[config.mk]
export PLATFORM = sky130hd
export DESIGN_NAME = svoa_ram
export DESIGN_NICKNAME = d
export VERILOG_FILES = /design/src/sv/svoa_ram.sv
export SDC_FILE = /design/constraint.sdc
export NUM_CORES = 1
export LEC_CHECK = 0
export BUFFER_PORTS_ARGS = -buffer_cell sky130_fd_sc_hd__buf_2
export CORE_AREA = 10 10 125 127
export CTS_CLUSTER_DIAMETER = 50
export DETAILED_ROUTE_END_ITERATION = 7
export DIE_AREA = 0 0 135 137
export SETUP_SLACK_MARGIN = 0.1
export SLEW_MARGIN = 5
export SYNTH_ARGS = -nofsm -noshare
export SYNTH_HDL_FRONTEND = slang
export SYNTH_SLANG_ARGS = --single-unit
export TNS_END_PERCENT = 10
[constraint.sdc]
create_clock -name clk -period 1.41 [get_ports clk]
set_input_delay 0 -clock clk [delete_from_list [all_inputs] [get_ports clk]]
set_output_delay 0 -clock clk [all_outputs]
set_load 0.01 [all_outputs]
[src/sv/svoa_ram.sv]
`timescale 1ns / 1ps
// ----------------------------------------------------------------------------
// svoa_ram
// Single-port-write, single-port-read memory with registered read data.
// ----------------------------------------------------------------------------
module svoa_ram #(
	parameter int WIDTH = 8,
	parameter int DEPTH = 16
) (
	input  logic                     clk,
	input  logic                     we,
	input  logic [$clog2(DEPTH)-1:0] waddr,
	input  logic [WIDTH-1:0]         wdata,
	input  logic [$clog2(DEPTH)-1:0] raddr,
	output logic [WIDTH-1:0]         rdata
);

	logic [WIDTH-1:0] mem [DEPTH];
	logic [WIDTH-1:0] rdata_q;

	always_ff @(posedge clk) begin
		if (we) begin
			mem[waddr] <= wdata;
		end
		rdata_q <= mem[raddr];
	end

	assign rdata = rdata_q;

endmodule

==> results of run 1 <==
[metrics by stage]
stage,power (mW),std cells,setup TNS [ps]
2_1_floorplan,4.87,229,0
3_3_place_gp,5.06,440,-62.6
3_5_place_dp,5.07,440,-86.8
4_1_cts,10.1,480,0
5_1_grt,10.3,480,0
6_report,9.98,480,0
[cell type report]
cell class                      instances  area share
Multi-Input combinational cell         83       0.169
Timing Repair Buffer                   53      0.0635
Tap cell                              176      0.0345
Clock buffer                           20      0.0715
Clock inverter                         12      0.0347
Sequential cell                       136       0.627
[critical path, stage by stage (launching register included)]
cell	delay (ps)
edfxtp_1	360
mux4_1	550
a22oi_2	190
nand2_1	80
[worst max-delay path by stage]
stage | slack, ps | endpoint | from | depth (start not counted)
6_report | 120 | rdata[0] | mem[5][0] | 3
5_1_grt | 90 | rdata[5] | mem[0][5] | 3
4_1_cts | 80 | rdata[0] | mem[1][0] | 3
3_5_place_dp | -30 | rdata[5] | raddr[0] | 5
3_3_place_gp | -20 | rdata[0] | raddr[0] | 5
2_1_floorplan | 140 | mem[3][0] | waddr[2] | 2
[synthesized netlist by cell type, drive strengths merged]
master	count	area [um^2]
edfxtp	128	3840
mux4	32	773
a22oi	16	120
nor2	13	48.8
nand2	9	33.8
dfxtp	8	160
buf	7	56.3
nor3	4	20.0
clkdlybuf4s25	3	30.0
nand2b	2	12.5
nand3b	2	15.0
and2	1	6.26
and2b	1	7.51
nand3	1	5.00
nor2b	1	6.26
or3b	1	8.76
[power by group through the flow]
stage	Clock (mW)	Sequential (mW)	Combinational (mW)
3_5_place_dp	0	4.63	0.443
5_1_grt	5.25	4.56	0.516
2_1_floorplan	0	4.64	0.230
3_3_place_gp	0	4.63	0.435
6_report	4.96	4.55	0.469
4_1_cts	5.04	4.55	0.468
[per-layer routing]
| layer | GRT usage | routed length, um |
|---|---|---|
| met5 | 0 | 0 |
| met4 | 0.0574 | 147 |
| met3 | 0.0334 | 438 |
| met2 | 0.189 | 5170 |
| met1 | 0.146 | 4420 |
[registers in the layout, summed over array words and instances, names as in the netlist]
| name | cells |
|---|---|
| rdata | 8 |
| mem | 128 |
[cells by family after synthesis]
family                 count (synthesis)  share of synthesized area
AOI/OAI and AO/OA                     16                     0.0233
buffers and inverters                 10                     0.0168
DFF                                  136                      0.778
muxes                                 32                      0.150
and+or+nand+nor                       35                     0.0318
[repair_timing]
action	CTS	global route
hold buffers	8	0
resized for setup	3	11
endpoints found under the setup margin	5	7
pin swaps	1	5
gates cloned	0	0
hold endpoints to repair	128	0
==> impl_metrics.toml, run 1 <==
[outcome]
status = "complete, no violations"

[finish]
final_area_um2 = 6390
n_antenna_cell = 0
syn2layout_area_growth_pct = 24.1
fillers = 1067
multi_input_area_um2 = 1080
most-common-layout-cells = "edfxtp_1 (128), buf_2 (25), mux4_2 (24)"
seq_area_um2 = 4000
finish.utilization = 0.488
drive_gt1_frac = 0.362
nets = 309
final_common_cell = "edfxtp_1"

[power_and_ir_drop]
seqPwrFrac = 0.456
power_frac_comb = 0.047
ir_worst_vdd_mv = 0.994
p_leak_nw = 2.15
switchingPower_mw = 1.84
p_int_mw = 8.14
netSwitchingFraction = 0.184
p_per_area_nw_per_um2 = 1560
pwr-share-clk = 0.497

[setup_path]
worstSetupPathType = "reg -> reg"
reg2reg_from = "mem[5][0]"
critPathRequiredTime_ps = 1710
start_kind = "flop"
cp_max_fo = 1
r2r_cells = 3
timing.rr.end = "rdata[0]"
rrSetupSlack_ps = 120
arrival_ps = 1580
endpoint_kind = "flop"

[detailed_routing]
drt_iter0_drc = 136
via_count = 2430
wl_per_cell_um = 21.2
avgViaCountPerCell = 5.06
final_antenna_net_count = 0
drt_wl_total_um = 10200
drc_errors = 0
first_pass_iters = 4

[synth]
synth_fp_nets = 247
yosysSeqAreaShare = 0.778
synth_warnings = 0
netlist_instances = 229
yosys.cell_types.count = 19
ys_seq_elements = 136
syn_area_um2 = 5150
avgSynthCellArea_um2 = 22.5

[floorplan]
rows = 42
die_area_um2 = 18500
top_level_ports = 26
fp.dieH_um = 137
die_x_um = 135
start_util = 0.393
core_um2 = 13100

[timing]
slew_headroom = 0.434
fin_skew_ps = 6.89
hold_slack_ps = 59.8
fin_crit_sh = 0.912
worst_slack_ps = 123
finalMaxSlewViolations = 0
finalHoldViolCount = 0
post-route-min-period_ps = 1290
fmaxAchievable_mhz = 777
finalSetupViolCount = 0
rsz0062_at_grt = "true"
tightest_slew_ps = 845

[cts]
cts_setup_buffers = 0
clock-root-buffer = "clkbuf_16"
clk_pin_slew_ps = 60
htree_levels = 4
clock_sinks = 136
clkLatencyLatePin_ps = 410
clock_path_buffers = 2
cts-buffers-inserted = 17
cts_tree = "yes"

[placed_design]
dpl_cell_area_um2 = 5610
place.gp.congestion = 0.733
hpwl_um = 6640
portBuffers = 25
pre_cts_ws_ps = -34.6

[grt]
grt_pass1_vias = 2630
antenna_found_initial = 0
grt_pass1_wl_um = 15700
grt_start_max_net_pins = 31
overflow = 0
groute.usage.overall = 0.118

[min_path]
holdCritPathClass = "in -> reg"
min_from = "raddr[1]"
min_path_cells = 4
hold_end = "rdata[0]"

[run]
cap_violations = 0
Note: power is estimated with default switching activity, not from simulation.
==> run 2: changes to the inputs <==
--- a/config.mk
+++ b/config.mk
@@ -5,11 +5,11 @@
 export SDC_FILE = /design/constraint.sdc
 export NUM_CORES = 1
 export LEC_CHECK = 0
-export BUFFER_PORTS_ARGS = -buffer_cell sky130_fd_sc_hd__buf_2
-export CORE_AREA = 10 10 125 127
+export CORE_AREA = 2 2 117 119
 export CTS_CLUSTER_DIAMETER = 50
 export DETAILED_ROUTE_END_ITERATION = 7
-export DIE_AREA = 0 0 135 137
+export DIE_AREA = 0 0 119 121
+export DONT_BUFFER_PORTS = 1
 export SETUP_SLACK_MARGIN = 0.1
 export SLEW_MARGIN = 5
 export SYNTH_ARGS = -nofsm -noshare
==> impl_metrics.toml, run 2 (synthesis gave the netlist of run 1 again) <==
[floorplan]
die_area_um2 = 14400
die_x_um = 119
fp.dieH_um = 121
top_level_ports = 26
core_um2 = 13100
start_util = 0.393
rows = 42

[placed_design]
portBuffers = 0
dp.cells = 411
place.gp.congestion = 0.667
dpl_cell_area_um2 = 5410
hpwl_um = 5930

[setup_path]
start_kind = "flop"
cp_max_fo = 1
rrSetupSlack_ps = 100
endpoint_kind = "flop"
worstSetupPathType = "reg -> reg"
r2r_cells = 3
arrival_ps = 1610
timing.rr.end = "rdata[5]"
critPathRequiredTime_ps = 1700
cp-startpoint = "mem[9][5]"
slowest_stage = "mux4_1"
cpPeakStageDelay_ps = 540
reg2reg_from = "mem[9][5]"
path_cells = "mux4_1, a22oi_2, nand2_1"
cp-endpoint = "rdata[5]"

[finish]
largest_reg_flops = 128
syn2layout_area_growth_pct = 20.8
final_area_um2 = 6220
nets = 282
fin_cells = 453
fillers = 1060
n_antenna_cell = 0
drive_gt1_frac = 0.274
final_common_cell = "edfxtp_1"
most-common-layout-cells = "edfxtp_1 (128), mux4_2 (20), clkbuf_16 (17)"
regMostFlops = "mem"

[timing]
hold_slack_ps = -128
post-route-min-period_ps = 1310
fin_crit_sh = 0.931
finalSetupViolCount = 0
fin_skew_ps = 4.62
finalMaxSlewViolations = 0
finalHoldViolCount = 8
slew_headroom = 0.415
setup_tns_ps = 0
fmaxAchievable_mhz = 761
tightest_slew_ps = 876
rsz0062_at_grt = "true"

[grt]
groute.usage.overall = 0.145
antenna_found_initial = 0
grt_pass1_vias = 2407
overflow = 0
grt_start_max_net_pins = 33
grt_pass1_wl_um = 14500

[cts]
clkLatencyLatePin_ps = 410
htree_levels = 4
cts-buffers-inserted = 17
cts_setup_buffers = 0
cts_tree = "yes"
clock_path_buffers = 2
clock_sinks = 136
clk_pin_slew_ps = 60
hold_buffers = 10
clock-root-buffer = "clkbuf_16"

[detailed_routing]
drc_errors = 0
via_count = 2278
drt_iter0_drc = 253
drt_wl_total_um = 9500
final_antenna_net_count = 0
wl_per_cell_um = 21.0
first_pass_iters = 4
avgViaCountPerCell = 5.03

[power_and_ir_drop]
ir_worst_vdd_mv = 0.862
p_leak_nw = 2.04
power.total_mw = 9.87
p_per_area_nw_per_um2 = 1590

[outcome]
violations = "hold timing"
status = "finished, violations left"

[min_path]
holdCritPathClass = "in -> reg"
min_from = "raddr[1]"

[run]
cap_violations = 0
run 2: changes by cell type in the layout (fill, tap and decap cells not counted), sizes merged:
cell / previous run / this run
buf: 45 / 16
clkinv: 3 / 2
dlygate4sd3: 8 / 10
clkbuf: 20 / 21
inv: 0 / 1
clkinvlp: 3 / 2
run 2: worst min-delay path by stage:
| stage | to | depth (start not counted) |
|---|---|---|
| after floorplan | mem[0][0] | 0 |
| after global placement | mem[6][2] | 0 |
| after detailed placement | mem[6][2] | 0 |
| after CTS | rdata[3] | 3 |
| after global routing | rdata[3] | 3 |
| final | rdata[3] | 3 |
run 2: worst max-delay path: cells and delay by family (launching register included):
kind,cells,cell delay (ps)
AO/OA/AOI/OAI,1,220
flip-flops,1,360
AND/OR/NAND/NOR,1,80
multiplexers,1,540
run 2: per-stage QoR:
| step | setup WS, ps | utilization |
|---|---|---|
| floorplan | 144 | - |
| global placement | 15.0 | 0.413 |
| detailed placement | 4.57 | 0.413 |
| CTS | 71.7 | 0.474 |
| global route | 39.8 | 0.475 |
| finish | 96.8 | 0.475 |
run 2: final cells by class:
type                    instances  area (um^2)  share of cell area
flip-flops and latches        136         4000               0.644
multi-input cells              83         1090               0.176
clock buffers                  21          460              0.0741
repair buffers                 26          220              0.0354
well taps                     176          220              0.0354
clock inverters                11          218              0.0350
run 2: routing by layer:
metal | routed length (um) | track usage | vias up
li1 | - | - | 1043
met1 | 4110 | 0.180 | 1171
met2 | 4820 | 0.238 | 55
met3 | 459 | 0.0470 | 9
met4 | 113 | 0.0580 | 0
met5 | 0 | 0 | -
run 2: report_power, final:
group,internal [mW],switching [mW]
sequential,4.52,0.0410
clock,3.41,1.56
combinational,0.163,0.171
run 2: repair_timing:
action                                  4_1_cts  5_1_grt
endpoints found under the setup margin        5        8
pin swaps                                     2        2
gates resized for setup                       5        5
endpoints found under the hold margin       168        8
==> run 3: changes to the inputs <==
--- a/config.mk
+++ b/config.mk
@@ -10,6 +10,7 @@
 export DETAILED_ROUTE_END_ITERATION = 7
 export DIE_AREA = 0 0 119 121
 export DONT_BUFFER_PORTS = 1
+export PLACE_DENSITY_LB_ADDON = 0.3
 export SETUP_SLACK_MARGIN = 0.1
 export SLEW_MARGIN = 5
 export SYNTH_ARGS = -nofsm -noshare
==> impl_metrics.toml, run 3 (synthesis gave the netlist of run 1 again) <==
[setup_path]
crit_family = "multiplexers"
cp-startpoint = "mem[2][1]"
cp-endpoint = "rdata[1]"
worstSetupPathType = "reg -> reg"
cp.depth = 3
cp_max_fo = 1
slowest_stage = "mux4_1"
r2r_cells = 3
timing.rr.end = "rdata[1]"
rrSetupSlack_ps = 110
critical_path_buf_inv_count = 0
arrival_ps = 1590
reg2reg_from = "mem[2][1]"
critPathRequiredTime_ps = 1700
start_kind = "flop"
cpPeakStageDelay_ps = 510
path_cells = "mux4_1, a22oi_2, nand2_1"
endpoint_kind = "flop"

[finish]
syn2layout_area_growth_pct = 19.3
largest_reg_flops = 128
most-common-layout-cells = "edfxtp_1 (128), mux4_2 (20), clkbuf_16 (17)"
final_common_cell = "edfxtp_1"
final_area_um2 = 6140
regMostFlops = "mem"
nets = 282
drive_gt1_frac = 0.285
n_antenna_cell = 0

[grt]
groute.usage.overall = 0.152
grt_start_max_net_pins = 33
grt_pass1_vias = 2474
overflow = 0
grt_pass1_wl_um = 15400
antenna_found_initial = 0

[timing]
finalHoldViolCount = 8
rsz0062_at_grt = "true"
fmaxAchievable_mhz = 767
finalSetupViolCount = 0
hold_slack_ps = -113
setup_tns_ps = 0
fin_crit_sh = 0.925
post-route-min-period_ps = 1300
finalMaxSlewViolations = 0
tightest_slew_ps = 940
fin_skew_ps = 7.03
slew_headroom = 0.371

[cts]
hold_buffers = 10
clock-root-buffer = "clkbuf_16"
cts_tree = "yes"
clock_path_buffers = 2
clk_pin_slew_ps = 60
htree_levels = 4
cts-buffers-inserted = 17
clock_sinks = 136
clkLatencyLatePin_ps = 410
cts_setup_buffers = 0

[run]
cap_violations = 0

[floorplan]
die_x_um = 119
rows = 42
start_util = 0.393
die_area_um2 = 14400
top_level_ports = 26
fp.dieH_um = 121
core_um2 = 13100

[power_and_ir_drop]
p_leak_nw = 2.00
p_per_area_nw_per_um2 = 1510
ir_worst_vdd_mv = 0.841
power.total_mw = 9.26

[outcome]
violations = "hold timing"
status = "finished, violations left"

[min_path]
min_path_cells = 3
holdCritPathClass = "in -> reg"

[placed_design]
dpl_cell_area_um2 = 5410
hpwl_um = 6190
portBuffers = 0
place.gp.congestion = 0.724

[detailed_routing]
drt_iter0_drc = 174
drc_errors = 0
drt_wl_total_um = 9980
final_antenna_net_count = 0
first_pass_iters = 4
avgViaCountPerCell = 5.14
wl_per_cell_um = 22.0
via_count = 2330
-- run 3: changes by cell type in the layout (fill, tap and decap cells not counted), sizes merged --
cell	delta
bufinv	-4
clkbuf	-4
clkinv	+3
clkinvlp	+1
inv	+4
-- run 3: where the power goes --
part | internal [mW] | switching [mW]
clock | 2.64 | 1.71
sequential | 4.52 | 0.0430
combinational | 0.163 | 0.173
-- run 3: layer usage --
layer	part of all wire	track usage	vias up
met2	0.53	0.254	63
met1	0.43	0.191	1222
met3	0.041	0.0451	4
met5	0	0	-
met4	0.0063	0.0536	0
li1	-	-	1041
-- run 3: worst min path at each step --
| stage | slack, ps | from | to |
|---|---|---|---|
| after floorplan | 100 | wdata[0] | mem[0][0] |
| after global placement | 100 | wdata[3] | mem[12][3] |
| after detailed placement | 100 | wdata[3] | mem[13][3] |
| after CTS | -130 | raddr[1] | rdata[2] |
| after global routing | -100 | raddr[1] | rdata[4] |
| final | -110 | raddr[1] | rdata[4] |
-- run 3: through the flow --
stage          std cells  hold WS [ps]   util  setup WS, ps
5_1_grt              453          -100  0.469          68.7
4_1_cts              453          -131  0.467          82.4
6_report             453          -113  0.469           106
3_5_place_dp         411           100  0.413          14.0
3_3_place_gp         411           100  0.413         0.164
2_1_floorplan        229          98.9      -           144
-- run 3: area by class of cell --
class                   count  area [um^2]
flip-flops and latches    136         4000
multi-input cells          83         1100
fillers                  1087         6950
clock buffers              17          425
repair buffers             26          220
well taps                 176          220
clock inverters            15          169
-- run 3: worst reg2reg max path, cell delays in order (launching register included) --
cell	delay [ps]
edfxtp_1	370
mux4_1	510
a22oi_2	210
nand2_1	90
-- run 3: timing repair --
item / 4_1_cts / 5_1_grt
setup endpoints to repair: 5 / 8
gates resized for setup: 4 / 7
hold endpoints to repair: 168 / 8
pin swaps: 0 / 3
