**src/sv/svoa_pkg.sv**
```systemverilog
`timescale 1ns / 1ps
// ----------------------------------------------------------------------------
// svoa_pkg
// Shared constants, operation codes and types of the sound voice allocator.
// ----------------------------------------------------------------------------
package svoa_pkg;

	localparam int NUM_CHANNELS_DEF = 16;
	localparam int NUM_SOUNDS_DEF   = 256;
	localparam int LENGTH_BITS_DEF  = 24;

	localparam logic [2:0] OP_REGISTER   = 3'd0;
	localparam logic [2:0] OP_PLAY       = 3'd1;
	localparam logic [2:0] OP_END        = 3'd2;
	localparam logic [2:0] OP_CLR_STAGE  = 3'd3;
	localparam logic [2:0] OP_CLR_GLOBAL = 3'd4;

	localparam logic [1:0] SCP_EMPTY = 2'd0;
	localparam logic [1:0] SCP_WORLD = 2'd1;
	localparam logic [1:0] SCP_LEVEL = 2'd2;

	localparam logic [31:0] LEN_NEVER_STEAL = 32'hFFFF_FFFF;

	typedef enum logic [2:0] {
		ST_INIT,
		ST_IDLE,
		ST_REG_SCAN,
		ST_CLR_SCAN,
		ST_PLAY_SND,
		ST_PLAY_SCAN,
		ST_DONE
	} state_t;

	typedef struct packed {
		logic start;
		logic beat;
	} scan_ctl_t;

endpackage

```
**src/sv/svoa_chan_scan.sv**
```systemverilog
`timescale 1ns / 1ps
// ----------------------------------------------------------------------------
// svoa_chan_scan
// Accumulates instance count, oldest instance and steal candidate over one
// walk of the channel table.
// ----------------------------------------------------------------------------
module svoa_chan_scan #(
	parameter int NUM_CHANNELS = svoa_pkg::NUM_CHANNELS_DEF,
	parameter int SND_BITS     = 8,
	parameter int LENGTH_BITS  = svoa_pkg::LENGTH_BITS_DEF
) (
	input  logic                              clk,
	input  logic                              arst_n,
	input  svoa_pkg::scan_ctl_t               ctl,
	input  logic [$clog2(NUM_CHANNELS)-1:0]   idx,
	input  logic                              ent_busy,
	input  logic [SND_BITS-1:0]               ent_sound,
	input  logic [LENGTH_BITS-1:0]            ent_length,
	input  logic [7:0]                        ent_prio,
	input  logic [31:0]                       ent_index,
	input  logic [SND_BITS-1:0]               req_sound,
	input  logic [7:0]                        req_prio,
	input  logic [31:0]                       play_count,
	output logic [$clog2(NUM_CHANNELS+1)-1:0] count,
	output logic                              old_found,
	output logic [$clog2(NUM_CHANNELS)-1:0]   old_idx,
	output logic                              steal_found,
	output logic [$clog2(NUM_CHANNELS)-1:0]   steal_idx
);

	localparam int CAW = $clog2(NUM_CHANNELS);
	localparam int CW  = $clog2(NUM_CHANNELS + 1);

	logic [CW-1:0]          count_q;
	logic [31:0]            best_age_q;
	logic                   old_found_q;
	logic [CAW-1:0]         old_idx_q;
	logic [LENGTH_BITS-1:0] best_len_q;
	logic                   steal_found_q;
	logic [CAW-1:0]         steal_idx_q;

	logic        same;
	logic [31:0] age;
	logic        take_old;
	logic        take_steal;

	always_comb begin
		same     = ent_busy && (ent_sound == req_sound);
		age      = play_count - ent_index;
		take_old = same && !age[31] && (age > best_age_q);
		// ties keep the earlier channel; only lower-priority entries are stolen
		take_steal = (req_prio > ent_prio) &&
			(steal_found_q ? (ent_length < best_len_q)
			               : (32'(ent_length) != svoa_pkg::LEN_NEVER_STEAL));
	end

	always_ff @(posedge clk or negedge arst_n) begin
		if (!arst_n) begin
			count_q       <= '0;
			best_age_q    <= '0;
			old_found_q   <= 1'b0;
			old_idx_q     <= '0;
			best_len_q    <= '0;
			steal_found_q <= 1'b0;
			steal_idx_q   <= '0;
		end else if (ctl.start) begin
			count_q       <= '0;
			best_age_q    <= '0;
			old_found_q   <= 1'b0;
			old_idx_q     <= '0;
			best_len_q    <= '0;
			steal_found_q <= 1'b0;
			steal_idx_q   <= '0;
		end else if (ctl.beat) begin
			if (same) begin
				count_q <= count_q + CW'(1);
			end
			if (take_old) begin
				best_age_q  <= age;
				old_found_q <= 1'b1;
				old_idx_q   <= idx;
			end
			if (take_steal) begin
				best_len_q    <= ent_length;
				steal_found_q <= 1'b1;
				steal_idx_q   <= idx;
			end
		end
	end

	assign count       = count_q;
	assign old_found   = old_found_q;
	assign old_idx     = old_idx_q;
	assign steal_found = steal_found_q;
	assign steal_idx   = steal_idx_q;

endmodule

```
**config.mk**
```make
export PLATFORM = sky130hd
export DESIGN_NAME = svoa_chan_scan
export DESIGN_NICKNAME = d
export VERILOG_FILES = /design/src/sv/svoa_pkg.sv /design/src/sv/svoa_chan_scan.sv
export SDC_FILE = /design/constraint.sdc
export NUM_CORES = 1
export LEC_CHECK = 0
export BUFFER_PORTS_ARGS = -buffer_cell sky130_fd_sc_hd__clkbuf_2
export CORE_MARGIN = 4
export CORE_UTILIZATION = 60
export DETAILED_ROUTE_END_ITERATION = 10
export HOLD_SLACK_MARGIN = 0.05
export PLACE_DENSITY = 0.95
export SYNTH_ARGS = -nofsm -noshare
export SYNTH_HDL_FRONTEND = slang
export SYNTH_SLANG_ARGS = --single-unit
```
**constraint.sdc**
```tcl
create_clock -name clk -period 4.15 [get_ports clk]
set_input_delay 0.2075 -clock clk [delete_from_list [all_inputs] [get_ports clk]]
set_output_delay 0.2075 -clock clk [all_outputs]
set_load 0.005 [all_outputs]
```
==> impl_metrics.prom, run 1 <==
# TYPE chip_impl_metric gauge
chip_impl_info{name="run_status",value="complete, but fails checks"} 1
chip_impl_info{name="failed_checks",value="setup timing"} 1
chip_impl_metric{name="antenna-diode-count",unit=""} 0
chip_impl_metric{name="total_power",unit="uW"} 2500
chip_impl_metric{name="synth_sequential_area_ratio",unit="%"} 27.4
chip_impl_metric{name="fin_nets",unit=""} 1220
chip_impl_metric{name="critical_path_peak_fanout",unit=""} 6
chip_impl_metric{name="cts_buffer_count",unit=""} 9
chip_impl_metric{name="die-area",unit="sq um"} 12500
chip_impl_metric{name="syn_area_per_cell",unit="sq um"} 8.24
chip_impl_metric{name="wl",unit="microns"} 22100
chip_impl_metric{name="place.gp.congestion",unit=""} 0.927
chip_impl_metric{name="grt_pass1_wl",unit="microns"} 30000
chip_impl_metric{name="setup_viol",unit=""} 37
chip_impl_metric{name="async_reset_ff_share",unit="%"} 100
chip_impl_metric{name="design.core.area",unit="sq um"} 10400
chip_impl_metric{name="max_clock_freq",unit="GHz"} 0.222
chip_impl_metric{name="synth_edf_count",unit=""} 0
chip_impl_info{name="critical_path_class",value="primary input to flip-flop"} 1
chip_impl_metric{name="route.vias.total",unit=""} 7187
chip_impl_info{name="endpoint_kind",value="flip-flop"} 1
chip_impl_metric{name="pin_count_of_the_biggest_net_entering_global_routing",unit=""} 70
chip_impl_info{name="yosys_most_used_dff",value="sky130_fd_sc_hd__dfrtp_1"} 1
chip_impl_metric{name="clkSlewWorstSetupHoldPaths",unit="ps"} 80
chip_impl_metric{name="syn-cell-area",unit="sq um"} 6480
chip_impl_metric{name="numClockSinks",unit=""} 71
chip_impl_metric{name="p_per_area",unit="nW/um^2"} 288
chip_impl_metric{name="first_global_vias",unit=""} 6685
chip_impl_metric{name="clockBufferDepth",unit=""} 2
chip_impl_metric{name="remaining_drc_errors",unit=""} 0
chip_impl_metric{name="synth.top_cell.area_share",unit="%"} 27.4
chip_impl_metric{name="antenna_found_initial",unit=""} 0
chip_impl_info{name="netlist.top_cell.by_area",value="sky130_fd_sc_hd__dfrtp_1"} 1
chip_impl_metric{name="worst-r2r-setup-slack",unit="ps"} 1060
chip_impl_metric{name="drive_above_1_share",unit="%"} 32.4
chip_impl_metric{name="grt-ovfl-total",unit=""} 0
chip_impl_metric{name="clk_skew",unit="ps"} 15.8
chip_impl_metric{name="finalCriticalPeriod",unit="ps"} 4510
chip_impl_metric{name="min_period_over_period",unit="%"} 109
chip_impl_metric{name="transition_time_of_the_tightest_slew_check_pin",unit="ps"} 878
chip_impl_metric{name="finalSetupTns",unit="ps"} -9890
chip_impl_metric{name="row_count",unit=""} 37
chip_impl_info{name="crit_path_top_delay_cell",value="sky130_fd_sc_hd__or3_4"} 1
chip_impl_info{name="cpLargestDelayFamily",value="compound AO/OA/AOI/OAI gates"} 1
chip_impl_metric{name="floorplan.io_pins",unit=""} 144
chip_impl_metric{name="avgViaCountPerCell",unit=""} 6.33
chip_impl_info{name="clock_tree.root_cell",value="sky130_fd_sc_hd__clkbuf_8"} 1
chip_impl_metric{name="drt-initial-drc-count",unit=""} 892
chip_impl_metric{name="max-slew-margin-rel",unit="%"} 41.5
chip_impl_metric{name="crit_buf_inv",unit=""} 6
chip_impl_metric{name="min_path_cells",unit=""} 3
chip_impl_metric{name="worst_ir_drop_vdd",unit="mV"} 0.218
chip_impl_metric{name="clock_tree.htree_level_count",unit=""} 3
chip_impl_metric{name="postRouteAntennaNets",unit=""} 0
chip_impl_metric{name="globalRouteTotalUtil",unit="%"} 28.5
chip_impl_metric{name="synth.ff_latch_count",unit=""} 71
chip_impl_info{name="crit_chain",value="buf_6, inv_4, ha_4, inv_2, fa_2, a21oi_2, o211ai_1, a21oi_2, o41ai_4, a21boi_1, o21ai_1, xor2_2, ha_1, and3_1, nand4_1, or3_4, nor3_4, a22o_1, o31a_1, buf_4, buf_6, clkbuf_16, nand3_2, a21oi_1"} 1
chip_impl_metric{name="die_width",unit="microns"} 112
chip_impl_metric{name="leakage",unit="uW"} 0.00435
chip_impl_info{name="synth.top_cells.by_area",value="sky130_fd_sc_hd__dfrtp_1 (27%), sky130_fd_sc_hd__ha_1 (18%), sky130_fd_sc_hd__inv_1 (6.0%)"} 1
chip_impl_info{name="regToRegEndpoint",value="best_age_q[30]"} 1
chip_impl_metric{name="setup_slack",unit="ps"} -362
chip_impl_metric{name="detail_route.first_pass.iterations",unit=""} 6
chip_impl_metric{name="finalHoldViolCount",unit=""} 0
chip_impl_metric{name="detail_route.wl_per_cell",unit="microns"} 19.4
chip_impl_info{name="min_to",value="old_idx[3]"} 1
chip_impl_info{name="cts_tree",value="built"} 1
chip_impl_metric{name="synth.yosys.warnings",unit=""} 0
chip_impl_metric{name="worst-r2r-cell-count",unit=""} 13
chip_impl_metric{name="detailedPlacementHpwl",unit="microns"} 13500
chip_impl_metric{name="worstSkewPairLatency",unit="ps"} 360
chip_impl_metric{name="starting_utilization_of_the_core_area",unit="%"} 62.2
chip_impl_metric{name="area_delta_synth_final",unit="%"} 34.2
chip_impl_info{name="worst_min_path_start",value="idx[3]"} 1
chip_impl_info{name="worstSetupStartpointType",value="primary input"} 1
chip_impl_info{name="ys_top_cells_by_count",value="sky130_fd_sc_hd__inv_1 (103), sky130_fd_sc_hd__ha_1 (95), sky130_fd_sc_hd__a21oi_1 (75)"} 1
chip_impl_info{name="rsz0062_at_grt",value="true"} 1
chip_impl_info{name="yosys.cell_count.top_type",value="sky130_fd_sc_hd__inv_1"} 1
chip_impl_metric{name="critical_path_arrival",unit="ps"} 4780
chip_impl_metric{name="finish.utilization",unit="%"} 83.5
chip_impl_metric{name="die_height",unit="microns"} 112
chip_impl_metric{name="largest_stage_delay_on_the_critical_path",unit="ps"} 480
chip_impl_metric{name="synthCells",unit=""} 787
chip_impl_metric{name="synth.net_count",unit=""} 1012
chip_impl_info{name="worstReg2RegStart",value="best_age_q[26]"} 1
chip_impl_metric{name="drv_cap",unit=""} 0
chip_impl_metric{name="yosysUniqueCellTypes",unit=""} 58
chip_impl_info{name="timing.hold.worst.class",value="primary input to flip-flop"} 1
chip_impl_metric{name="buffer_ports.inserted",unit=""} 143
chip_impl_metric{name="worstPathRequired",unit="ps"} 4420
chip_impl_metric{name="final_max_slew_viol_count",unit=""} 0
-- cells by family (layout without fill, tap and decap cells) --
logic type	Yosys count	in the layout	share of synthesized area [%]
muxes	31	31	4.79
AOI/OAI and AO/OA	219	219	21.2
buffers and inverters	138	350	8.22
xor gates and xnor gates	40	40	5.52
DFF	71	71	27.4
adders and majority gates	96	96	18.6
and+or+nand+nor	192	193	14.2
-- placed cells by master, fill, tap and decap left out, types with 3 or more instances in the layout --
master	netlist	routed
sky130_fd_sc_hd__a211oi_1	15	6
sky130_fd_sc_hd__a211oi_2	0	8
sky130_fd_sc_hd__a21boi_1	0	3
sky130_fd_sc_hd__a21o_1	21	21
sky130_fd_sc_hd__a21oi_1	75	61
sky130_fd_sc_hd__a21oi_2	0	14
sky130_fd_sc_hd__a31o_2	7	6
sky130_fd_sc_hd__and3_1	5	4
sky130_fd_sc_hd__buf_4	0	71
sky130_fd_sc_hd__buf_6	0	9
sky130_fd_sc_hd__bufinv_16	0	3
sky130_fd_sc_hd__clkbuf_16	0	3
sky130_fd_sc_hd__clkbuf_2	2	140
sky130_fd_sc_hd__clkbuf_8	0	11
sky130_fd_sc_hd__dfrtp_1	71	71
sky130_fd_sc_hd__ha_1	95	93
sky130_fd_sc_hd__inv_1	103	101
sky130_fd_sc_hd__mux2i_1	31	31
sky130_fd_sc_hd__nand2_1	31	31
sky130_fd_sc_hd__nand3_1	43	28
sky130_fd_sc_hd__nand3_2	0	11
sky130_fd_sc_hd__nand3_4	0	4
sky130_fd_sc_hd__nand4_1	19	19
sky130_fd_sc_hd__nor2_1	62	61
sky130_fd_sc_hd__nor2b_1	5	4
sky130_fd_sc_hd__nor3_1	7	5
sky130_fd_sc_hd__nor4_1	5	5
sky130_fd_sc_hd__o211ai_1	5	5
sky130_fd_sc_hd__o21a_1	5	5
sky130_fd_sc_hd__o21ai_0	54	42
sky130_fd_sc_hd__o21ai_1	0	9
sky130_fd_sc_hd__o21bai_1	5	4
sky130_fd_sc_hd__o31ai_1	4	3
sky130_fd_sc_hd__xnor2_1	19	18
sky130_fd_sc_hd__xor2_1	20	18
sky130_fd_sc_hd__xor2_2	1	3
-- state kept, by name, summed over array words and instances (netlist names) --
register / cells
steal_idx: 4
old_idx: 4
best_len_q: 24
best_age_q: 32
count: 5
steal_found: 1
old_found: 1
-- power breakdown --
| group | switching (uW) | total, uW | internal (uW) |
|---|---|---|---|
| combinational | 611 | 1060 | 448 |
| clock | 294 | 727 | 433 |
| sequential | 10.1 | 718 | 708 |
| total | 915 | 2500 | 1590 |
-- metrics by stage --
step / worst slack (ps) / instances / instance area [sq um] / hold slack [ps]
floorplan: 31.6 / 787 / 6500 / -88.1
global placement: -343 / 1101 / 7790 / 366
detailed placement: -527 / 1101 / 7790 / 376
CTS: 3.68 / 1123 / 8140 / 102
global route: -568 / 1136 / 8700 / 111
finish: -362 / 1136 / 8700 / 116
-- tightest hold or removal path, stage by stage --
cell,delay [ps]
sky130_fd_sc_hd__clkbuf_2,100
sky130_fd_sc_hd__nand3_1,70
sky130_fd_sc_hd__a21oi_1,60
-- cell type report --
class                   count  area [sq um]
inverters                 105           397
clock inverters             5           104
repair buffers            229          1510
multi-input cells         579          4590
fillers                   546          1720
clock buffers              11           151
flip-flops and latches     71          1780
well taps                 136           170
-- worst max-delay path by stage --
stage | start | endpoint | slack (ps) | cells past startpoint
floorplan | ent_index[1] | best_age_q[23] | 30 | 21
global placement | ent_index[1] | best_age_q[15] | -340 | 21
detailed placement | play_count[0] | best_age_q[17] | -530 | 23
CTS | play_count[0] | best_age_q[30] | 4 | 24
global route | play_count[0] | best_age_q[19] | -570 | 24
finish | play_count[0] | best_age_q[30] | -360 | 24
-- routing by layer --
| metal | GRT usage (%) | routed length, microns | vias to the layer above |
|---|---|---|---|
| met2 | 51.9 | 10600 | 520 |
| met4 | 12.7 | 1550 | 0 |
| met3 | 3.64 | 1910 | 171 |
| met1 | 33.5 | 7990 | 3291 |
| li1 | - | - | 3205 |
| met5 | 0 | 0 | - |
-- timing repair --
item                                   CTS  global route
setup endpoints to repair               37            37
pin swaps                                7            59
cloned                                   1             5
resized for setup                        8            97
setup buffers                            4             9
hold buffers                             1             0
endpoints found under the hold margin   38             0
Power figures use the tool's default switching activity.
==> run 2: changes to the inputs <==
CORE_ASPECT_RATIO = 2   (was unset)
clock period = 5.4 ns   (was 4.15 ns; I/O delays follow)
==> run 2 against run 1 <==
Against the previous run:
- the flow now finishes without violations
- sequential cell count unchanged
- combinational power decreased by 42%
- sequential power decreased by 23%
- largest power group is now the clock network
- critical path depth decreased by 4
- sequential share of layout area increased by 2.8 points
- clock power decreased by 12%
- cell area decreased by 12%
- highest routed layer unchanged
- critical endpoint is now best_age_q[15]
- first-iteration DRC count decreased by 62%
- largest cell class unchanged
- via count decreased by 13%
- register-to-register slack improved by 1500 ps
- die area increased by 0.81%
- clock skew decreased by 9.0 ps
==> impl_metrics.prom, run 2 (synthesis gave the netlist of run 1 again) <==
# TYPE chip_impl_metric gauge
chip_impl_metric{name="ctsResizeCount",unit=""} 0
chip_impl_metric{name="area_delta_synth_final",unit="%"} 17.9
chip_impl_metric{name="antenna_found_initial",unit=""} 0
chip_impl_metric{name="hold_buffers",unit=""} 0
chip_impl_metric{name="grt_pass1_wl",unit="microns"} 27100
chip_impl_metric{name="grt-ovfl-total",unit=""} 0
chip_impl_metric{name="worst_ir_drop_vdd",unit="mV"} 0.243
chip_impl_info{name="rsz0062_at_grt",value="false"} 1
chip_impl_metric{name="max_clock_freq",unit="GHz"} 0.200
chip_impl_metric{name="final_max_slew_viol_count",unit=""} 0
chip_impl_metric{name="power_switching",unit="uW"} 595
chip_impl_metric{name="worstPathRequired",unit="ps"} 5620
chip_impl_metric{name="pin_count_of_the_biggest_net_entering_global_routing",unit=""} 72
chip_impl_metric{name="p_per_area",unit="nW/um^2"} 236
chip_impl_metric{name="share_comb_of_total_power",unit="%"} 33.9
chip_impl_metric{name="wl",unit="microns"} 16800
chip_impl_metric{name="worstSkewPairLatency",unit="ps"} 330
chip_impl_metric{name="die_height",unit="microns"} 155
chip_impl_metric{name="leakage",unit="uW"} 0.00386
chip_impl_metric{name="finalSetupTns",unit="ps"} 0
chip_impl_metric{name="fin_hold_ws",unit="ps"} 152
chip_impl_metric{name="clockBufferDepth",unit=""} 2
chip_impl_metric{name="clock_power_share",unit="%"} 35.5
chip_impl_metric{name="buffer_ports.inserted",unit=""} 143
chip_impl_metric{name="drive_above_1_share",unit="%"} 19.8
chip_impl_info{name="worstSetupStartpointType",value="primary input"} 1
chip_impl_info{name="endpoint_kind",value="flip-flop"} 1
chip_impl_metric{name="largest_register_ffs",unit=""} 32
chip_impl_metric{name="drt-initial-drc-count",unit=""} 335
chip_impl_metric{name="finalCriticalPeriod",unit="ps"} 5010
chip_impl_metric{name="first_global_vias",unit=""} 6292
chip_impl_metric{name="detailedPlacementHpwl",unit="microns"} 13200
chip_impl_info{name="clock_tree.root_cell",value="sky130_fd_sc_hd__clkbuf_16"} 1
chip_impl_metric{name="die-area",unit="sq um"} 12600
chip_impl_metric{name="setup_viol",unit=""} 0
chip_impl_metric{name="route.vias.total",unit=""} 6259
chip_impl_info{name="final_common_cell",value="sky130_fd_sc_hd__clkbuf_2"} 1
chip_impl_metric{name="fin_nets",unit=""} 1141
chip_impl_info{name="crit_path_top_delay_cell",value="sky130_fd_sc_hd__or3_1"} 1
chip_impl_metric{name="transition_time_of_the_tightest_slew_check_pin",unit="ps"} 903
chip_impl_metric{name="remaining_drc_errors",unit=""} 0
chip_impl_info{name="layout.cells.most_common_list",value="sky130_fd_sc_hd__clkbuf_2 (142), sky130_fd_sc_hd__inv_1 (103), sky130_fd_sc_hd__ha_1 (95)"} 1
chip_impl_metric{name="largest_stage_delay_on_the_critical_path",unit="ps"} 410
chip_impl_metric{name="starting_utilization_of_the_core_area",unit="%"} 61.5
chip_impl_info{name="timing.hold.worst.class",value="primary input to asynchronous set/reset pin"} 1
chip_impl_metric{name="clock_tree.htree_level_count",unit=""} 3
chip_impl_metric{name="place.gp.congestion",unit=""} 0.945
chip_impl_metric{name="finalHoldViolCount",unit=""} 0
chip_impl_metric{name="power.internal",unit="uW"} 1210
chip_impl_metric{name="postCtsSetupBuffers",unit=""} 0
chip_impl_metric{name="cts_buffer_count",unit=""} 9
chip_impl_metric{name="globalRouteTotalUtil",unit="%"} 27.1
chip_impl_metric{name="die_width",unit="microns"} 81.5
chip_impl_metric{name="antenna-diode-count",unit=""} 0
chip_impl_metric{name="critical_path_arrival",unit="ps"} 5230
chip_impl_metric{name="clkSlewWorstSetupHoldPaths",unit="ps"} 60
chip_impl_metric{name="drv_cap",unit=""} 0
chip_impl_metric{name="worst-r2r-cell-count",unit=""} 11
chip_impl_metric{name="postRouteAntennaNets",unit=""} 0
chip_impl_info{name="cts_tree",value="built"} 1
chip_impl_metric{name="power.share.sequential",unit="%"} 30.6
chip_impl_metric{name="switching_share",unit="%"} 33.0
chip_impl_info{name="cpMostUsedCell",value="sky130_fd_sc_hd__ha_1"} 1
chip_impl_metric{name="floorplan.io_pins",unit=""} 144
chip_impl_metric{name="finish.utilization",unit="%"} 72.5
chip_impl_info{name="crit_chain",value="clkbuf_2, inv_1, ha_1, a21oi_1, a31oi_1, a41oi_2, o21ai_0, or2_2, a32oi_1, xnor2_1, ha_1, and3_1, nand4_1, or3_1, nor3_1, a21boi_0, o31ai_4, buf_4, nor2_4, a31o_2"} 1
chip_impl_metric{name="avgViaCountPerCell",unit=""} 5.92
chip_impl_metric{name="detail_route.wl_per_cell",unit="microns"} 15.9
chip_impl_metric{name="design.core.area",unit="sq um"} 10500
chip_impl_info{name="run_status",value="finished, final reports clean"} 1
chip_impl_metric{name="layout.cells.non_filler",unit=""} 1058
chip_impl_metric{name="max-slew-margin-rel",unit="%"} 39.8
chip_impl_info{name="critical_path_class",value="primary input to flip-flop"} 1
chip_impl_metric{name="row_count",unit=""} 53
chip_impl_metric{name="critical_path_peak_fanout",unit=""} 31
chip_impl_metric{name="cell_count_after_placement",unit=""} 1042
chip_impl_metric{name="detail_route.first_pass.iterations",unit=""} 4
chip_impl_metric{name="numClockSinks",unit=""} 71
chip_impl_metric{name="min_period_over_period",unit="%"} 92.8
chip_impl_metric{name="fillerInstances",unit=""} 799
chip_impl_metric{name="clk_skew",unit="ps"} 6.77
chip_impl_info{name="largest-register",value="best_age_q"} 1
chip_impl_metric{name="total_power",unit="uW"} 1810
==> run 2: power by group through the flow <==
stage	combinational (uW)	clock (uW)	sequential [uW]
floorplan	413	0	561
global placement	576	0	561
detailed placement	597	0	562
CTS	607	652	553
global route	683	669	554
finish	612	642	553
==> run 2: path summary, 6_finish.rpt <==
| check | startpoint | endpoint | slack [ps] |
|---|---|---|---|
| worst max-delay path | ent_index[4] | best_age_q[15] | 390 |
| worst min-delay path | arst_n | best_len_q[17] | 150 |
| worst max register to register | best_age_q[30] | best_age_q[15] | 2530 |
| worst min register to register | old_found | old_found | 520 |
| max in group asynchronous | arst_n | best_len_q[8] | 4660 |
| min in group clk | idx[2] | old_idx[2] | 190 |
==> run 2: cell type report <==
type	instances	area, sq um	area share, %
multi-input cells	578	4190	54.8
clock buffers	11	243	3.18
flip-flops and latches	71	1780	23.3
clock inverters	5	81.3	1.06
well taps	137	171	2.24
repair buffers	151	788	10.3
inverters	105	394	5.16
==> run 2: metrics by stage <==
step	setup slack, ps	area, sq um
after global routing	149	7640
final	390	7640
after global placement	440	7320
after detailed placement	237	7320
after floorplan	991	6480
after CTS	551	7640
==> run 2: metal layers <==
metal | part of all wire (%) | global-route usage, % | vias to the layer above
li1 | - | - | 3043
met2 | 55 | 49.7 | 220
met4 | 5.2 | 16.6 | 0
met3 | 5.0 | 3.77 | 66
met5 | 0 | 0 | -
met1 | 35 | 27.5 | 2930
==> run 2: critical path, delay by kind of cell <==
| kind | cells | cell delay (ps) |
|---|---|---|
| AO/OA/AOI/OAI | 8 | 2140 |
| XOR/XNOR | 1 | 160 |
| adder cells (fa/ha/maj) | 2 | 680 |
| buffers and inverters | 3 | 440 |
| AND/OR/NAND/NOR | 6 | 1510 |
==> run 3: changes to the inputs <==
PLACE_DENSITY = 0.84   (was 0.95)
==> run 3 against run 2 <==
Against the previous run:
- total power down 2.3%
- maximum frequency up 2.0%
- sequential share of layout area about the same
- register-to-register slack worse by 220 ps
- largest power group is now combinational cells
- first-iteration DRC count rose by 9.6%
- die area did not move
- cell area about the same
==> impl_metrics.prom, run 3 (synthesis gave the netlist of run 1 again) <==
# TYPE chip_impl_metric gauge
chip_impl_info{name="run_status",value="finished, final reports clean"} 1
chip_impl_info{name="layout.cells.most_common_list",value="sky130_fd_sc_hd__clkbuf_2 (142), sky130_fd_sc_hd__inv_1 (103), sky130_fd_sc_hd__ha_1 (95)"} 1
chip_impl_metric{name="critical_path_peak_fanout",unit=""} 26
chip_impl_metric{name="row_count",unit=""} 53
chip_impl_metric{name="min_period_over_period",unit="%"} 90.9
chip_impl_metric{name="detail_route.first_pass.iterations",unit=""} 5
chip_impl_metric{name="route.vias.total",unit=""} 6182
chip_impl_metric{name="floorplan.io_pins",unit=""} 144
chip_impl_metric{name="die-area",unit="sq um"} 12600
chip_impl_metric{name="max-slew-margin-rel",unit="%"} 38.9
chip_impl_metric{name="place.gp.congestion",unit=""} 0.950
chip_impl_metric{name="clockBufferDepth",unit=""} 2
chip_impl_metric{name="worst-r2r-setup-slack",unit="ps"} 2310
chip_impl_metric{name="clk_skew",unit="ps"} 8.23
chip_impl_info{name="rsz0062_at_grt",value="false"} 1
chip_impl_metric{name="numClockSinks",unit=""} 71
chip_impl_metric{name="drv_cap",unit=""} 0
chip_impl_metric{name="cts_buffer_count",unit=""} 9
chip_impl_metric{name="detailedPlacementHpwl",unit="microns"} 12900
chip_impl_metric{name="largest_register_ffs",unit=""} 32
chip_impl_metric{name="finalHoldViolCount",unit=""} 0
chip_impl_info{name="regToRegEndpoint",value="best_len_q[21]"} 1
chip_impl_metric{name="clock_tree.htree_level_count",unit=""} 3
chip_impl_metric{name="design.core.area",unit="sq um"} 10500
chip_impl_metric{name="antenna-diode-count",unit=""} 0
chip_impl_metric{name="fillerInstances",unit=""} 856
chip_impl_metric{name="worst-r2r-cell-count",unit=""} 12
chip_impl_metric{name="drt-initial-drc-count",unit=""} 367
chip_impl_metric{name="leakage",unit="uW"} 0.00386
chip_impl_info{name="cts_tree",value="built"} 1
chip_impl_metric{name="drive_above_1_share",unit="%"} 20.1
chip_impl_metric{name="final_max_slew_viol_count",unit=""} 0
chip_impl_metric{name="grt_pass1_wl",unit="microns"} 27200
chip_impl_info{name="final_common_cell",value="sky130_fd_sc_hd__clkbuf_2"} 1
chip_impl_metric{name="buffer_ports.inserted",unit=""} 143
chip_impl_metric{name="worstPathRequired",unit="ps"} 5620
chip_impl_info{name="crit_start",value="ent_index[1]"} 1
chip_impl_metric{name="finalSetupTns",unit="ps"} 0
chip_impl_metric{name="die_height",unit="microns"} 155
chip_impl_metric{name="hold_buffers",unit=""} 0
chip_impl_metric{name="antenna_found_initial",unit=""} 0
chip_impl_metric{name="globalRouteTotalUtil",unit="%"} 26.8
chip_impl_metric{name="p_per_area",unit="nW/um^2"} 231
chip_impl_metric{name="wl",unit="microns"} 16600
chip_impl_metric{name="first_global_vias",unit=""} 6265
chip_impl_metric{name="dp_worst_setup_slack",unit="ps"} 238
chip_impl_metric{name="grt-ovfl-total",unit=""} 0
chip_impl_info{name="worstReg2RegStart",value="best_len_q[17]"} 1
chip_impl_metric{name="max_clock_freq",unit="GHz"} 0.204
chip_impl_metric{name="remaining_drc_errors",unit=""} 0
chip_impl_metric{name="postRouteAntennaNets",unit=""} 0
chip_impl_metric{name="fin_nets",unit=""} 1142
chip_impl_metric{name="critical_path_arrival",unit="ps"} 5130
chip_impl_metric{name="setup_slack",unit="ps"} 490
chip_impl_info{name="endpoint_kind",value="flip-flop"} 1
chip_impl_info{name="critical_path_class",value="primary input to flip-flop"} 1
chip_impl_metric{name="transition_time_of_the_tightest_slew_check_pin",unit="ps"} 917
chip_impl_info{name="clock_tree.root_cell",value="sky130_fd_sc_hd__clkbuf_16"} 1
chip_impl_metric{name="detail_route.wl_per_cell",unit="microns"} 15.7
chip_impl_metric{name="starting_utilization_of_the_core_area",unit="%"} 61.5
chip_impl_metric{name="finalCriticalPeriod",unit="ps"} 4910
chip_impl_metric{name="die_width",unit="microns"} 81.5
chip_impl_metric{name="avgViaCountPerCell",unit=""} 5.84
chip_impl_info{name="timing.hold.worst.class",value="primary input to asynchronous set/reset pin"} 1
chip_impl_metric{name="pin_count_of_the_biggest_net_entering_global_routing",unit=""} 72
chip_impl_metric{name="clkSlewWorstSetupHoldPaths",unit="ps"} 60
chip_impl_metric{name="setup_viol",unit=""} 0
chip_impl_info{name="largest-register",value="best_age_q"} 1
chip_impl_info{name="timing.critical_path.to",value="best_age_q[17]"} 1
chip_impl_metric{name="worstSkewPairLatency",unit="ps"} 330
chip_impl_metric{name="area_delta_synth_final",unit="%"} 17.8
chip_impl_metric{name="ctsResizeCount",unit=""} 0
chip_impl_metric{name="postCtsSetupBuffers",unit=""} 0
chip_impl_info{name="worstSetupStartpointType",value="primary input"} 1
chip_impl_metric{name="worst_ir_drop_vdd",unit="mV"} 0.153
[run 3: final cells by class]
| class | count | area, sq um | share of cell area (%) |
|---|---|---|---|
| multi-input combinational | 578 | 4190 | 54.9 |
| sequential | 71 | 1780 | 23.3 |
| timing repair buffer | 152 | 796 | 10.4 |
| inverter | 105 | 394 | 5.16 |
| clock buffer | 10 | 239 | 3.13 |
| tap | 137 | 171 | 2.25 |
| clock inverter | 6 | 67.6 | 0.885 |
[run 3: per-stage QoR]
step           total power (uW)  area, sq um  hold WS, ps  cells  util, %
2_1_floorplan               973         6480        -25.6    787        -
3_3_place_gp               1150         7320          503   1043     69.5
3_5_place_dp               1160         7320          513   1043     69.5
4_1_cts                    1770         7630          182   1059     72.4
5_1_grt                    1870         7630          198   1059     72.4
6_report                   1760         7630          156   1059     72.4
[run 3: power by group]
part | leakage, uW | internal, uW | switching, uW
clock network | 0.000145 | 372 | 234
logic | 0.00273 | 247 | 358
registers | 0.000983 | 545 | 7.05
total | 0.00386 | 1160 | 600
[run 3: worst max-delay path, stage by stage]
cell and delay (ps):
sky130_fd_sc_hd__clkbuf_2 80, sky130_fd_sc_hd__inv_1 60, sky130_fd_sc_hd__ha_1 270, sky130_fd_sc_hd__nor2b_1 160
sky130_fd_sc_hd__o2111ai_1 150, sky130_fd_sc_hd__a31oi_1 440, sky130_fd_sc_hd__a41oi_2 270, sky130_fd_sc_hd__o21ai_0 520
sky130_fd_sc_hd__or2_2 230, sky130_fd_sc_hd__a32oi_1 110, sky130_fd_sc_hd__xnor2_1 170, sky130_fd_sc_hd__ha_1 300
sky130_fd_sc_hd__and3_1 170, sky130_fd_sc_hd__nand4_1 150, sky130_fd_sc_hd__or3_1 430, sky130_fd_sc_hd__nor3_1 270
sky130_fd_sc_hd__a22o_1 230, sky130_fd_sc_hd__o31a_1 290, sky130_fd_sc_hd__buf_12 210, sky130_fd_sc_hd__a211oi_1 100
sky130_fd_sc_hd__a31o_2 250
[run 3: worst min-delay path by stage]
stage,cells past startpoint,slack (ps),to,start
3_5_place_dp,2,510,steal_idx[3],steal_idx[3]
3_3_place_gp,2,500,best_age_q[31],best_age_q[31]
2_1_floorplan,0,-30,best_age_q[0],arst_n
4_1_cts,3,180,old_idx[2],idx[2]
5_1_grt,3,200,old_idx[2],idx[2]
6_report,2,160,steal_idx[3],arst_n
[run 3: routing by layer]
metal,part of all wire [%],global-route usage [%],vias to the layer above
met4,5.0,14.7,0
met5,0,0,-
met3,5.7,3.82,50
met2,53,48.7,207
li1,-,-,3041
met1,36,28.5,2884
